`src/hw/rtl/prre_pkg.sv`:
```
// shared types, constants and helpers of the plc read request encoder
package prre_pkg;

    // frame control characters
    localparam logic [7:0] STX_BYTE = 8'h02;
    localparam logic [7:0] ETX_BYTE = 8'h03;
    localparam logic [7:0] CMD_READ = 8'h30;
    localparam logic [7:0] CHR_ZERO = 8'h30;

    // hex digit encoding
    localparam logic [7:0] HEX_DIGIT_BASE = 8'h30;
    localparam logic [7:0] HEX_ALPHA_BASE = 8'h37;
    localparam logic [7:0] HEX_DIGIT_LAST = 8'h39;
    localparam logic [7:0] HEX_ALPHA_FIRST = 8'h41;
    localparam logic [7:0] HEX_ALPHA_LAST = 8'h46;

    // device letters, upper case; lower case differs by one bit
    localparam logic [7:0] LTR_CASE_BIT = 8'h20;
    localparam logic [7:0] LTR_X = 8'h58;
    localparam logic [7:0] LTR_Y = 8'h59;
    localparam logic [7:0] LTR_M = 8'h4D;
    localparam logic [7:0] LTR_D = 8'h44;
    localparam logic [7:0] LTR_T = 8'h54;
    localparam logic [7:0] LTR_C = 8'h43;

    // device class held in the front register
    localparam logic [2:0] DEV_NONE = 3'd0;
    localparam logic [2:0] DEV_X = 3'd1;
    localparam logic [2:0] DEV_Y = 3'd2;
    localparam logic [2:0] DEV_M = 3'd3;
    localparam logic [2:0] DEV_D = 3'd4;
    localparam logic [2:0] DEV_T = 3'd5;
    localparam logic [2:0] DEV_C = 3'd6;

    // address bases
    localparam logic [15:0] BASE_X = 16'h0080;
    localparam logic [15:0] BASE_Y = 16'h00A0;
    localparam logic [15:0] BASE_M = 16'h0100;
    localparam logic [15:0] BASE_D = 16'h1000;
    localparam logic [15:0] BASE_T = 16'h0800;
    localparam logic [15:0] BASE_C = 16'h0A00;

    // reciprocal of ten: (a * RECIP_TEN) >> RECIP_SHIFT is exact for 16-bit a
    localparam logic [15:0] RECIP_TEN = 16'hCCCD;
    localparam int RECIP_SHIFT = 19;

    // frame kind
    localparam logic [1:0] KIND_NONE = 2'd0;
    localparam logic [1:0] KIND_BIT = 2'd1;
    localparam logic [1:0] KIND_WORD = 2'd2;

    // byte positions in a frame
    localparam logic [3:0] POS_STX = 4'd0;
    localparam logic [3:0] POS_CMD = 4'd1;
    localparam logic [3:0] POS_A3 = 4'd2;
    localparam logic [3:0] POS_A2 = 4'd3;
    localparam logic [3:0] POS_A1 = 4'd4;
    localparam logic [3:0] POS_A0 = 4'd5;
    localparam logic [3:0] POS_L1 = 4'd6;
    localparam logic [3:0] POS_L0 = 4'd7;
    localparam logic [3:0] POS_ETX = 4'd8;
    localparam logic [3:0] POS_S1 = 4'd9;
    localparam logic [3:0] POS_S0 = 4'd10;

    localparam int PRRE_QUEUE_DEPTH = 2;

    typedef struct packed {
        logic [1:0]  kind;
        logic [15:0] addr;
        logic [7:0]  len;
    } t_entry;

    function automatic logic [7:0] hex_char(input logic [3:0] nib);
        logic [7:0] wide;
        wide = {4'h0, nib};
        return (nib < 4'd10) ? HEX_DIGIT_BASE + wide : HEX_ALPHA_BASE + wide;
    endfunction

endpackage

```
`src/hw/rtl/prre_if.sv`:
```
// request and frame byte channel interfaces
interface prre_req_if;
    logic        valid;
    logic        ready;
    logic [7:0]  device_letter;
    logic [15:0] element_address;
    logic [7:0]  element_count;

    modport source (output valid, output device_letter, output element_address,
                    output element_count, input ready);
    modport sink (input valid, input device_letter, input element_address,
                  input element_count, output ready);
endinterface

interface prre_frm_if;
    logic       valid;
    logic       ready;
    logic [7:0] frame_byte;
    logic       frame_end;

    modport source (output valid, output frame_byte, output frame_end, input ready);
    modport sink (input valid, input frame_byte, input frame_end, output ready);
endinterface

```
`src/hw/rtl/prre_front.sv`:
```
// front part: accepts requests, classifies the device and maps the address
module prre_front
    import prre_pkg::*;
(
    input  logic        i_clk,
    input  logic        i_rst_n,
    prre_req_if.sink    i_req,
    input  logic        i_q_full,
    output logic        o_push,
    output t_entry      o_entry
);

    logic        r_valid;
    logic [2:0]  r_dev;
    logic [15:0] r_a;
    logic [12:0] r_q;
    logic [7:0]  r_cnt;

    logic [2:0]  n_dev;
    logic [31:0] n_prod;
    logic        load;
    logic [3:0]  q10_lo;
    logic [3:0]  rem;
    logic [15:0] q8;
    logic [15:0] a2;

    assign load = !r_valid || o_push;
    assign i_req.ready = load;
    assign o_push = r_valid && !i_q_full;

    always_comb begin
        unique case (i_req.device_letter | LTR_CASE_BIT)
            LTR_X | LTR_CASE_BIT: n_dev = DEV_X;
            LTR_Y | LTR_CASE_BIT: n_dev = DEV_Y;
            LTR_M | LTR_CASE_BIT: n_dev = DEV_M;
            LTR_D | LTR_CASE_BIT: n_dev = DEV_D;
            LTR_T | LTR_CASE_BIT: n_dev = DEV_T;
            LTR_C | LTR_CASE_BIT: n_dev = DEV_C;
            default:              n_dev = DEV_NONE;
        endcase
        // only letters with bit 5 clear or set map; other codes that fold onto
        // a letter (none in ascii besides case) are excluded below
        if ((i_req.device_letter & ~LTR_CASE_BIT) != (i_req.device_letter | LTR_CASE_BIT)
                - LTR_CASE_BIT) begin
            n_dev = DEV_NONE;
        end
    end

    assign n_prod = i_req.element_address * RECIP_TEN;

    always_ff @(posedge i_clk) begin
        if (!i_rst_n) begin
            r_valid <= 1'b0;
        end else if (load) begin
            r_valid <= i_req.valid;
        end
    end

    always_ff @(posedge i_clk) begin
        if (load && i_req.valid) begin
            r_dev <= n_dev;
            r_a   <= i_req.element_address;
            r_q   <= n_prod[31:RECIP_SHIFT];
            r_cnt <= i_req.element_count;
        end
    end

    // remainder only needs the low nibble: a - 10q is below ten
    assign q10_lo = 4'({r_q[0], 3'b000} + {r_q[2:0], 1'b0});
    assign rem    = r_a[3:0] - q10_lo;
    assign q8     = {r_q, 3'b000};
    assign a2     = {r_a[14:0], 1'b0};

    always_comb begin
        o_entry.len = r_cnt;
        unique case (r_dev)
            DEV_X: begin
                o_entry.kind = KIND_BIT;
                o_entry.addr = q8 + {12'h000, rem} + BASE_X;
            end
            DEV_M: begin
                o_entry.kind = KIND_BIT;
                o_entry.addr = q8 + {12'h000, rem} + BASE_M;
            end
            DEV_Y: begin
                o_entry.kind = KIND_BIT;
                o_entry.addr = q8 + BASE_Y;
            end
            DEV_D: begin
                o_entry.kind = KIND_WORD;
                o_entry.addr = a2 + BASE_D;
                o_entry.len  = {r_cnt[6:0], 1'b0};
            end
            DEV_T: begin
                o_entry.kind = KIND_WORD;
                o_entry.addr = a2 + BASE_T;
                o_entry.len  = {r_cnt[6:0], 1'b0};
            end
            DEV_C: begin
                o_entry.kind = KIND_WORD;
                o_entry.addr = a2 + BASE_C;
                o_entry.len  = {r_cnt[6:0], 1'b0};
            end
            default: begin
                o_entry.kind = KIND_NONE;
                o_entry.addr = '0;
            end
        endcase
    end

endmodule

```
`src/hw/rtl/prre_queue.sv`:
```
// small queue of mapped requests between front and back
module prre_queue
    import prre_pkg::*;
#(
    parameter int DEPTH = PRRE_QUEUE_DEPTH
) (
    input  logic       i_clk,
    input  logic       i_rst_n,
    input  logic       i_push,
    input  t_entry     i_entry,
    input  logic       i_pop,
    output logic       o_full,
    output logic       o_head_valid,
    output t_entry     o_head
);

    localparam int PTR_W = (DEPTH > 1) ? $clog2(DEPTH) : 1;
    localparam int CNT_W = $clog2(DEPTH + 1);

    t_entry             r_mem [DEPTH];
    logic [PTR_W-1:0]   r_wr_ptr;
    logic [PTR_W-1:0]   r_rd_ptr;
    logic [CNT_W-1:0]   r_count;
    logic               do_pop;

    function automatic logic [PTR_W-1:0] ptr_next(input logic [PTR_W-1:0] p);
        return (p == PTR_W'(DEPTH - 1)) ? '0 : p + 1'b1;
    endfunction

    assign o_full       = (r_count == CNT_W'(DEPTH));
    assign o_head_valid = (r_count != '0);
    assign o_head       = r_mem[r_rd_ptr];
    assign do_pop       = i_pop && o_head_valid;

    always_ff @(posedge i_clk) begin
        if (!i_rst_n) begin
            r_wr_ptr <= '0;
            r_rd_ptr <= '0;
            r_count  <= '0;
        end else begin
            if (i_push) begin
                r_wr_ptr <= ptr_next(r_wr_ptr);
            end
            if (do_pop) begin
                r_rd_ptr <= ptr_next(r_rd_ptr);
            end
            unique case ({i_push, do_pop})
                2'b10:   r_count <= r_count + 1'b1;
                2'b01:   r_count <= r_count - 1'b1;
                default: r_count <= r_count;
            endcase
        end
    end

    always_ff @(posedge i_clk) begin
        if (i_push) begin
            r_mem[r_wr_ptr] <= i_entry;
        end
    end

endmodule

```
`src/hw/rtl/prre_back.sv`:
```
// back part: walks the frame of the queue head, one byte per cycle while o_frm is not stalled
module prre_back
    import prre_pkg::*;
(
    input  logic        i_clk,
    input  logic        i_rst_n,
    input  logic        i_head_valid,
    input  t_entry      i_head,
    output logic        o_pop,
    prre_frm_if.source  o_frm
);

    logic        r_out_valid;
    logic [7:0]  r_byte;
    logic        r_end;
    logic [3:0]  r_idx;
    logic [7:0]  r_sum;

    logic        load;
    logic        emit;
    logic [7:0]  n_byte;
    logic [3:0]  n_idx;
    logic [7:0]  n_sum;

    assign load  = !r_out_valid || o_frm.ready;
    assign emit  = load && i_head_valid;
    assign o_pop = emit && (r_idx == POS_S0);

    assign o_frm.valid      = r_out_valid;
    assign o_frm.frame_byte = r_byte;
    assign o_frm.frame_end  = r_end;

    always_comb begin
        unique case (r_idx)
            POS_STX: n_byte = STX_BYTE;
            POS_CMD: n_byte = CMD_READ;
            POS_A3:  n_byte = (i_head.kind == KIND_WORD) ? hex_char(i_head.addr[15:12])
                                                         : CHR_ZERO;
            POS_A2:  n_byte = hex_char(i_head.addr[11:8]);
            POS_A1:  n_byte = hex_char(i_head.addr[7:4]);
            POS_A0:  n_byte = hex_char(i_head.addr[3:0]);
            POS_L1:  n_byte = hex_char(i_head.len[7:4]);
            POS_L0:  n_byte = hex_char(i_head.len[3:0]);
            POS_ETX: n_byte = ETX_BYTE;
            POS_S1:  n_byte = hex_char(r_sum[7:4]);
            POS_S0:  n_byte = hex_char(r_sum[3:0]);
            default: n_byte = STX_BYTE;
        endcase
    end

    always_comb begin
        priority if (r_idx == POS_STX && i_head.kind == KIND_NONE) begin
            n_idx = POS_ETX;
        end else if (r_idx == POS_S0) begin
            n_idx = POS_STX;
        end else begin
            n_idx = r_idx + 1'b1;
        end
    end

    // sum covers every byte after stx up to and including etx
    always_comb begin
        priority if (r_idx == POS_STX) begin
            n_sum = '0;
        end else if (r_idx <= POS_ETX) begin
            n_sum = r_sum + n_byte;
        end else begin
            n_sum = r_sum;
        end
    end

    always_ff @(posedge i_clk) begin
        if (!i_rst_n) begin
            r_out_valid <= 1'b0;
            r_idx       <= POS_STX;
            r_sum       <= '0;
        end else begin
            if (load) begin
                r_out_valid <= i_head_valid;
            end
            if (emit) begin
                r_idx <= n_idx;
                r_sum <= n_sum;
            end
        end
    end

    always_ff @(posedge i_clk) begin
        if (emit) begin
            r_byte <= n_byte;
            r_end  <= (r_idx == POS_S0);
        end
    end

endmodule

```
`src/hw/rtl/plc_read_request_encoder_unit.sv`:
```
// top level of the plc read request encoder
//
// i_req carries one read request per transfer: device letter (x y m d t c,
// either case), element address and element count. o_frm gives the ascii
// request frame one byte per transfer, frame_end marking the last checksum
// byte. a frame is stx, '0', four address characters, two length
// characters, etx and two checksum characters: eleven bytes. an unknown
// device letter gives stx, etx and the checksum only: four bytes.
// a request passes the front register, the queue and the output register
// before its first frame byte is on o_frm.
// throughput: one frame byte per cycle while o_frm is not stalled; the byte
// sequencer of the back part sets it.
// the front part keeps taking requests into its register and the queue
// while the back part is busy or the receiver stalls; a stall on o_frm
// holds the byte in the output register and backs up into the queue and
// then into i_req.ready.
// reset (synchronous, active low) empties the front register, the queue
// and the output register and restarts the sequencer at stx.
module plc_read_request_encoder_unit
    import prre_pkg::*;
#(
    parameter int QUEUE_DEPTH = PRRE_QUEUE_DEPTH
) (
    input  logic       i_clk,
    input  logic       i_rst_n,
    prre_req_if.sink   i_req,
    prre_frm_if.source o_frm
);

    // front to queue
    logic       push;
    logic       q_full;
    t_entry     push_entry;

    // queue to back
    logic       head_valid;
    t_entry     head;
    logic       pop;

    // front: registered divide-by-ten product, address map into the queue
    prre_front u_front (
        .i_clk   (i_clk),
        .i_rst_n (i_rst_n),
        .i_req   (i_req),
        .i_q_full(q_full),
        .o_push  (push),
        .o_entry (push_entry)
    );

    // decoupling queue of mapped requests
    prre_queue #(
        .DEPTH(QUEUE_DEPTH)
    ) u_queue (
        .i_clk       (i_clk),
        .i_rst_n     (i_rst_n),
        .i_push      (push),
        .i_entry     (push_entry),
        .i_pop       (pop),
        .o_full      (q_full),
        .o_head_valid(head_valid),
        .o_head      (head)
    );

    // back: byte sequencer with running checksum and output register
    prre_back u_back (
        .i_clk       (i_clk),
        .i_rst_n     (i_rst_n),
        .i_head_valid(head_valid),
        .i_head      (head),
        .o_pop       (pop),
        .o_frm       (o_frm)
    );

endmodule

```
`src/flat_wrapper.sv`:
```
// flat-port wrapper written by rule: the top's interface ports become plain ports
module plc_read_request_encoder_unit_flat import prre_pkg::*;
#(
    parameter int QUEUE_DEPTH = PRRE_QUEUE_DEPTH
)
  (i_clk, i_rst_n, i_req_valid, i_req_device_letter, i_req_element_address, i_req_element_count, i_req_ready, o_frm_valid, o_frm_frame_byte, o_frm_frame_end, o_frm_ready);
  prre_req_if i_req_i ();
  prre_frm_if o_frm_i ();
  input  logic i_clk;
  input  logic i_rst_n;
  input wire logic [$bits(i_req_i.valid)-1:0] i_req_valid;
  input wire logic [$bits(i_req_i.device_letter)-1:0] i_req_device_letter;
  input wire logic [$bits(i_req_i.element_address)-1:0] i_req_element_address;
  input wire logic [$bits(i_req_i.element_count)-1:0] i_req_element_count;
  output wire logic [$bits(i_req_i.ready)-1:0] i_req_ready;
  output wire logic [$bits(o_frm_i.valid)-1:0] o_frm_valid;
  output wire logic [$bits(o_frm_i.frame_byte)-1:0] o_frm_frame_byte;
  output wire logic [$bits(o_frm_i.frame_end)-1:0] o_frm_frame_end;
  input wire logic [$bits(o_frm_i.ready)-1:0] o_frm_ready;
  assign i_req_i.valid = i_req_valid;
  assign i_req_i.device_letter = i_req_device_letter;
  assign i_req_i.element_address = i_req_element_address;
  assign i_req_i.element_count = i_req_element_count;
  assign i_req_ready = i_req_i.ready;
  assign o_frm_valid = o_frm_i.valid;
  assign o_frm_frame_byte = o_frm_i.frame_byte;
  assign o_frm_frame_end = o_frm_i.frame_end;
  assign o_frm_i.ready = o_frm_ready;
  plc_read_request_encoder_unit #(.QUEUE_DEPTH(QUEUE_DEPTH)) u_core (.i_clk(i_clk), .i_rst_n(i_rst_n), .i_req(i_req_i), .o_frm(o_frm_i));
endmodule
```
`config.mk`:
```
export PLATFORM = sky130hd
export DESIGN_NAME = plc_read_request_encoder_unit_flat
export DESIGN_NICKNAME = d
export VERILOG_FILES = /design/src/hw/rtl/prre_pkg.sv /design/src/hw/rtl/prre_if.sv /design/src/hw/rtl/prre_front.sv /design/src/hw/rtl/prre_queue.sv /design/src/hw/rtl/prre_back.sv /design/src/hw/rtl/plc_read_request_encoder_unit.sv /design/src/flat_wrapper.sv
export SDC_FILE = /design/constraint.sdc
export NUM_CORES = 1
export LEC_CHECK = 0
export BUFFER_PORTS_ARGS = -buffer_cell sky130_fd_sc_hd__buf_2
export CAP_MARGIN = 20
export CELL_PAD_IN_SITES_DETAIL_PLACEMENT = 0
export CELL_PAD_IN_SITES_GLOBAL_PLACEMENT = 1
export CORE_AREA = 10 10 212 214
export CTS_CLUSTER_DIAMETER = 50
export DETAILED_ROUTE_END_ITERATION = 8
export DIE_AREA = 0 0 222 224
export GPL_TIMING_DRIVEN = 0
export PLACE_DENSITY = 0.58
export SETUP_SLACK_MARGIN = 0.15
export SLEW_MARGIN = 20
export SYNTH_ARGS = -nofsm -noshare
export SYNTH_HDL_FRONTEND = slang
export SYNTH_HIERARCHICAL = 1
export SYNTH_SLANG_ARGS = --single-unit
```
`constraint.sdc`:
```
create_clock -name i_clk -period 5.78 [get_ports i_clk]
set_input_delay 0.867 -clock i_clk [delete_from_list [all_inputs] [get_ports i_clk]]
set_output_delay 0.867 -clock i_clk [all_outputs]
set_load 0.1 [all_outputs]
```
==> impl_results.md, run 1 <==
* Yosys reg bits at roughly 120
* Final cell count without fillers at 1858
* Commonest non-fill, non-tap cell in the layout: inv_1
* Fin Hold WS at a little over 0.5 ns
* Worst-Skew Late Latency at approximately 0.43 ns
* Ys flop type: edfxtp_1
* Most frequent CP cell: fa_1
* WL final at around 32 mm
* Avg Cell Area, Syn at 9.74 um^2
* Worst VDD drop at roughly 0.00031 V
* CP required at about 6.1 ns
* Placer Congestion at between 0.8 and 0.9
* Die Y-Extent at around 220 um
* Final Hold Viols at 0
* Hold crit path type: register to register
* Final Skew at about 0.016 ns
* Slowest-stage cell, CP: fa_1
* Net Sw Frac at between 40% and 50%
* Layout area overhead at 15.4%
* Num rows at between 70 and 80
* Initial DRC Count at between 400 and 500
* Yosys top cell area share at 24.6%
* Top Layer Used: met4
* Cts hold-fix bufs at 0
* Final min period at around 5.5 ns
* Critical path cell sequence: buf_4 > ha_2 > inv_1 > fa_1 > inv_1 > fa_1 > fa_1 > fa_1 > inv_1 > fa_1 > inv_1 > ha_4 > nand4_1 > buf_4 > buf_4 > o311a_4 > or4_4 > a21oi_2
* Top cell type by total area after synthesis: edfxtp_1
* Multi-input logic area at around 7900 um^2
* Slowest cell delay on critical path at roughly 0.56 ns
* Setup TNS at 0 ns
* Combinational share of power at approximately two thirds
* Seq/Total Area, Yosys at between 20% and 30%
* Share of cells above drive strength 1 at between 10% and 20%
* Largest cells by area after synthesis: edfxtp_1 (25%), ha_1 (17%), fa_1 (13%)
* DP Worst Slack at -0.996 ns
* Static leakage at between 5 and 6 nW
* Fin worst setup slack at approximately 0.24 ns
* Ant diodes at 0
* Status: complete, no violations
* Initial core utilization at 29.8%
* Sequential Power Share at between 10% and 20%
* Critical path arrival at slightly below 6 ns
* Tightest Pin Transition at 0.982 ns
* Core outline area at 40600 um^2
* Post-route ant nets at 0
* Largest delay share family, worst path: adder cells
* Via count at around 9100
* CTS root buffer: clkbuf_16
* Endpoints failing setup at 0
* Grt ovf at 0
* Met3 wire length at 813 um
* Synthesized area at ~12000 um^2
* Critical path type: primary input to register
* Endpoint class of the critical path: register
* Max Fclk at ~180 MHz
* Slew headroom at between 30% and 40%
* Clock buffer depth at 2
* H-tree levels at 4
* WL/cell at 17.1 um
* PortBufs at 44
* MaxCap Viol Count at 0
* Total GRT Usage at around 13%
* Yosys warns at 6
* Drc violations at 0
* Die area at about 50000 um^2
* Seq. cell area at 3350 um^2
* Most frequent cells in the layout: inv_1 (214), ha_1 (145), edfxtp_1 (99)
* CTS Buf Count at 17
* Sink Count at between 100 and 150
* Clock power frac at between 15 and 20%
* Mapped Cells at about 1200
* Initial antenna violation count at 0
* Cell count after placement at 1819
* CP max FO at 7
* Pwr/cell area at ~480 nW/um^2
* Vias in the first global route at between 9000 and 10000
* Syn_nets at about 1500
* Worst Setup Start Kind: primary input
* First-pass iteration count of the detailed router at 6
* Internal power at between 3 and 4 mW
* Layout fillers at 4204
* Post-synth ARST share at 0%
* Critical path buffers and inverters at 7
* Synth unique cells at 86
* Clock slew at reported path FFs at ~0.060 ns
* Met2 wire length at about 16 mm
* RSZ-0062 raised after global routing: yes
* I/O pin count at 47
* Number of synthesized flops with an enable pin at 99
* Power Total at around 6.7 mW
* Met1 wire length at 14.6 mm
* Die width at between 200 and 250 um
* Hpwl dp at approximately 26 mm
* Switching power summed over all nets at approximately 3.1 mW
* Count of pins over their slew limit at 0
* First-pass GRT wire length at ~51 mm
* Largest net degree at the start of global routing at 31
* Tcrit/Tclk final at a little over nine tenths
* Via-to-Cell Ratio at between 4 and 5
* CTS tree: yes
* Nets at between 1500 and 2000
[registers in the layout, summed over array words and instances (netlist names), 2 cells and up, named ones only]
| register | count |
|---|---|
| u_core/u_queue/r_count | 2 |
| u_core/u_front/r_cnt | 8 |
| u_core/u_front/r_a | 15 |
| u_core/u_back/r_sum | 8 |
| u_core/u_back/r_idx | 4 |
| u_core/u_front/r_dev | 3 |
| u_core/u_front/r_q | 13 |
| u_core/u_back/o_frm.frame_byte | 7 |
| u_core/u_queue/r_mem | 52 |
[metrics by stage]
| stage | util, % | instance area, um^2 |
|---|---|---|
| after floorplan | - | 12100 |
| after global placement | 32.0 | 13000 |
| after detailed placement | 32.1 | 13000 |
| after CTS | 33.9 | 13800 |
| after global routing | 34.4 | 13900 |
| final | 34.4 | 13900 |
[metal layers]
metal | up-vias | GRT usage, %
li1 | 4475 | -
met1 | 4392 | 15.9
met2 | 157 | 21.9
met3 | 44 | 1.73
met4 | 0 | 4.13
met5 | - | 0
[synthesized netlist by cell type (all sizes together), types with 9 or more instances]
| cell | number |
|---|---|
| a21o | 9 |
| fa | 80 |
| o22ai | 11 |
| nor2 | 53 |
| o21ai | 54 |
| mux2 | 36 |
| o211ai | 12 |
| inv | 218 |
| ha | 160 |
| a211oi | 13 |
| clkbuf | 16 |
| nor3 | 18 |
| and2 | 11 |
| xor2 | 21 |
| nand2b | 14 |
| a21oi | 61 |
| nand3 | 28 |
| nor2b | 19 |
| dfxtp | 19 |
| nand4 | 15 |
| nand2 | 69 |
| buf | 21 |
| a221oi | 9 |
| xnor2 | 45 |
| edfxtp | 99 |
[timing repair]
item	in CTS	in global routing
setup endpoints to repair	8	11
gates resized for setup	27	32
pin swaps	9	13
buffers inserted	5	3
[final cells by class]
| class | count | share of cell area [%] |
|---|---|---|
| repair buffers | 54 | 2.48 |
| multi-input cells | 866 | 57.0 |
| plain buffers | 37 | 1.74 |
| well taps | 532 | 4.77 |
| inverters | 220 | 5.94 |
| flip-flops and latches | 118 | 24.0 |
| clock inverters | 13 | 0.960 |
| clock buffers | 18 | 3.08 |
[logic make-up (layout without fill, tap and decap cells)]
family / after synthesis / in the layout / share of synthesized area, %
compound gates: 247 / 247 / 13.3
buf+inv: 257 / 342 / 8.83
simple gates: 274 / 274 / 11.8
xor+xnor: 66 / 66 / 4.94
mux: 38 / 38 / 3.52
other cells: 1 / 1 / 0.0310
flops: 118 / 118 / 27.7
fa+ha+maj: 240 / 240 / 29.8
[worst min-delay path, delay by kind of cell (launching register included)]
kind               cells  cell delay, ns
DFF                    1            0.33
AOI/OAI and AO/OA      2            0.14
[worst paths after layout]
kind	startpoint	endpoint	slack [ns]	cells after the start
max reg2reg	u_core/u_front/r_q[1]	u_core/u_queue/r_mem[1][23]	1.15	15
min	u_core/u_queue/r_count[1]	u_core/u_queue/r_count[1]	0.52	2
max	i_req_element_address[4]	u_core/u_front/r_q[10]	0.24	18
min reg2reg	u_core/u_queue/r_count[1]	u_core/u_queue/r_count[1]	0.52	2
[power groups by stage]
stage          Combinational, mW  Sequential (mW)  Clock [mW]
2_1_floorplan               2.92             1.23           0
3_3_place_gp                3.97             1.21           0
3_5_place_dp                3.98             1.21           0
4_1_cts                     4.16             1.19        1.05
5_1_grt                     5.12             1.20        1.09
6_report                    4.51             1.19        1.02
Power figures use the tool's default switching activity.
==> inputs of run 2 (changes only) <==
PLACE_DENSITY = not set   (was 0.58)
PLACE_DENSITY_LB_ADDON = 0.12   (was not set)
==> run 2 against run 1 <==
Against the previous run: total power is 2.1% higher; clock-buffer cell count down 1; critical path type unchanged; via count decreased by 0.58%; clock power increased by 9.8%; critical path depth up 2; first-iteration DRC count down 12%; sequential share of layout area shrank 0.15 points; core utilization up 0.21 points; highest routed layer unchanged; final cell count hardly changed; sequential power is essentially flat; non-clock buffer count did not move.
==> impl_results.md, run 2 (synthesis results as in run 1) <==
* Hold Crit Depth at 2
* Switching power summed over all nets at between 3 and 4 mW
* Slew headroom at a little under 40%
* Final Hold Viols at 0
* Critical path arrival at roughly 5.7 ns
* Reg-to-reg endpoint: u_core/u_queue/r_mem[1][23]
* R2R cell count at 15
* Slowest-stage cell, CP: fa_1
* Fin worst setup slack at ~0.26 ns
* Critical path cell sequence: buf_2 > ha_4 > xor2_1 > ha_1 > fa_1 > inv_1 > fa_1 > inv_1 > fa_1 > inv_1 > fa_1 > inv_1 > ha_4 > nand2_1 > nor4_2 > nand3_1 > buf_4 > a31oi_4 > mux2i_1 > a311oi_2
* Static leakage at between 5 and 6 nW
* Post-route ant nets at 0
* Die width at approximately 220 um
* Die Y-Extent at ~220 um
* Final Skew at 0.0144 ns
* Via count at between 9000 and 10000
* Clock slew at reported path FFs at around 0.060 ns
* Reg-to-reg setup timing slack at around 1.2 ns
* PortBufs at 44
* Fin Hold WS at ~0.52 ns
* Design area at roughly 14000 um^2
* Slowest cell delay on critical path at between 0.5 and 0.6 ns
* Tcrit/Tclk final at a little over nine tenths
* Core outline area at about 41000 um^2
* RSZ-0062 raised after global routing: yes
* Biggest regs: u_core/u_queue/r_mem (52), u_core/u_front/r_a (15), u_core/u_front/r_q (13)
* Critical path buffers and inverters at 6
* Endpoints failing setup at 0
* DP Worst Slack at -1.07 ns
* MaxCap Viol Count at 0
* Ant diodes at 0
* Combinational share of power at 66.3%
* Most frequent cells in the layout: inv_1 (212), ha_1 (144), edfxtp_1 (99)
* Met3 wire length at approximately 690 um
* Worst-Skew Late Latency at about 0.43 ns
* Initial core utilization at around 30%
* Clock buffer depth at 2
* Internal power at between 3 and 4 mW
* Drc violations at 0
* WL/cell at roughly 18 um
* CP required at approximately 5.9 ns
* Status: complete, no violations
* Max reg flops at 52
* Initial DRC Count at 407
* CTS root buffer: clkbuf_16
* Grt ovf at 0
* Sequential Power Share at between 15 and 20%
* Total GRT Usage at between 10% and 20%
* CTS tree: yes
* Via-to-Cell Ratio at around 4.8
* Largest Register: u_core/u_queue/r_mem
* Worst Setup Start Kind: primary input
* Hold path start: u_core/u_front/r_valid
* Largest delay share family, worst path: adder cells
* Placed inst area at ~13000 um^2
* Final min period at between 5 and 6 ns
* Tightest Pin Transition at between 0.9 and 1 ns
* Pwr/cell area at 489 nW/um^2
* H-tree levels at 4
* Cts hold-fix bufs at 0
* Hold EP: u_core/u_front/r_valid
* Worst VDD drop at 0.000265 V
* WL final at about 33 mm
* Initial antenna violation count at 0
* Vias in the first global route at just under 10000
* First-pass GRT wire length at about 54 mm
* Commonest non-fill, non-tap cell in the layout: inv_1
* Met2 wire length at ~17 mm
* Num rows at 74
* Met1 wire length at 15.4 mm
* Share of cells above drive strength 1 at 14.8%
* Critical path type: primary input to register
* Max Fclk at roughly 180 MHz
* Placer Congestion at between 0.8 and 0.9
* Net Sw Frac at a little under half
* Clock power frac at 16.4%
* Hpwl dp at ~27 mm
* Core Util, Final at between 30% and 40%
* I/O pin count at 47
* Top Layer Used: met4
* First-pass iteration count of the detailed router at 5
* Die area at 49700 um^2
* Endpoint class of the critical path: register
* Layout area overhead at 16.1%
* Sink Count at approximately 120
* Setup TNS at 0 ns
* CTS Buf Count at 17
* Largest net degree at the start of global routing at 29
* CP max FO at 7
* Critical R2R Launch: u_core/u_front/r_q[1]
* Count of pins over their slew limit at 0
* Hold crit path type: register to register
* Nets at roughly 1600
-- run 2: through the flow --
| step | std cells | total power, mW |
|---|---|---|
| 6_report | 1859 | 6.86 |
| 5_1_grt | 1859 | 7.54 |
| 4_1_cts | 1855 | 6.58 |
| 3_5_place_dp | 1819 | 5.26 |
| 3_3_place_gp | 1817 | 5.29 |
| 2_1_floorplan | 1241 | 4.15 |
-- run 2: how the worst max path moves through the flow --
stage,from,endpoint,slack (ns),cells past startpoint
after floorplan,i_req_element_address[7],u_core/u_front/r_q[10],0.21,17
after global placement,i_req_element_address[7],u_core/u_front/r_q[9],-1.10,18
after detailed placement,i_req_element_address[7],u_core/u_front/r_q[9],-1.07,18
after CTS,i_req_element_address[4],u_core/u_front/r_q[9],0.04,20
after global routing,i_req_element_address[12],u_core/u_front/r_q[9],0.06,17
final,i_req_element_address[5],u_core/u_front/r_q[9],0.26,20
-- run 2: final cells by class --
cell class              count  area, um^2
well taps                 532         666
plain buffers              37         239
repair buffers             54         359
inverters                 220         832
clock buffers              17         425
flip-flops and latches    118        3350
multi-input cells         866        7970
clock inverters            15         190
fillers                  4171       26500
-- run 2: repair_timing --
| item | 4_1_cts | 5_1_grt |
|---|---|---|
| pin swaps | 7 | 22 |
| buffers inserted | 4 | 4 |
| hold endpoints to repair | 0 | 0 |
| setup endpoints to repair | 11 | 11 |
| gates resized for setup | 20 | 48 |
-- run 2: worst reg2reg max path: stages (launching register included) --
cell and delay [ns]:
edfxtp_1 0.50, ha_1 0.25, xnor2_1 0.16, xnor2_1 0.15, xnor2_1 0.14, ha_1 0.25, ha_1 0.27, and2_1 0.19
xor2_1 0.43, ha_1 0.32, nor3b_1 0.20, nor3_1 0.07, a211o_1 0.29, a221o_1 0.34, o31a_1 0.32, o31ai_1 0.47
-- run 2: metal layers --
layer	track usage [%]	up-vias
li1	-	4477
met1	17.1	4397
met2	24.1	115
met3	1.73	26
met4	3.53	0
met5	0	-
-- run 2: power by group through the flow --
stage          Sequential (mW)  Clock (mW)  Combinational, mW
2_1_floorplan             1.23           0               2.92
3_3_place_gp              1.21           0               4.08
3_5_place_dp              1.21           0               4.06
4_1_cts                   1.19        1.16               4.23
5_1_grt                   1.20        1.19               5.14
6_report                  1.19        1.12               4.55
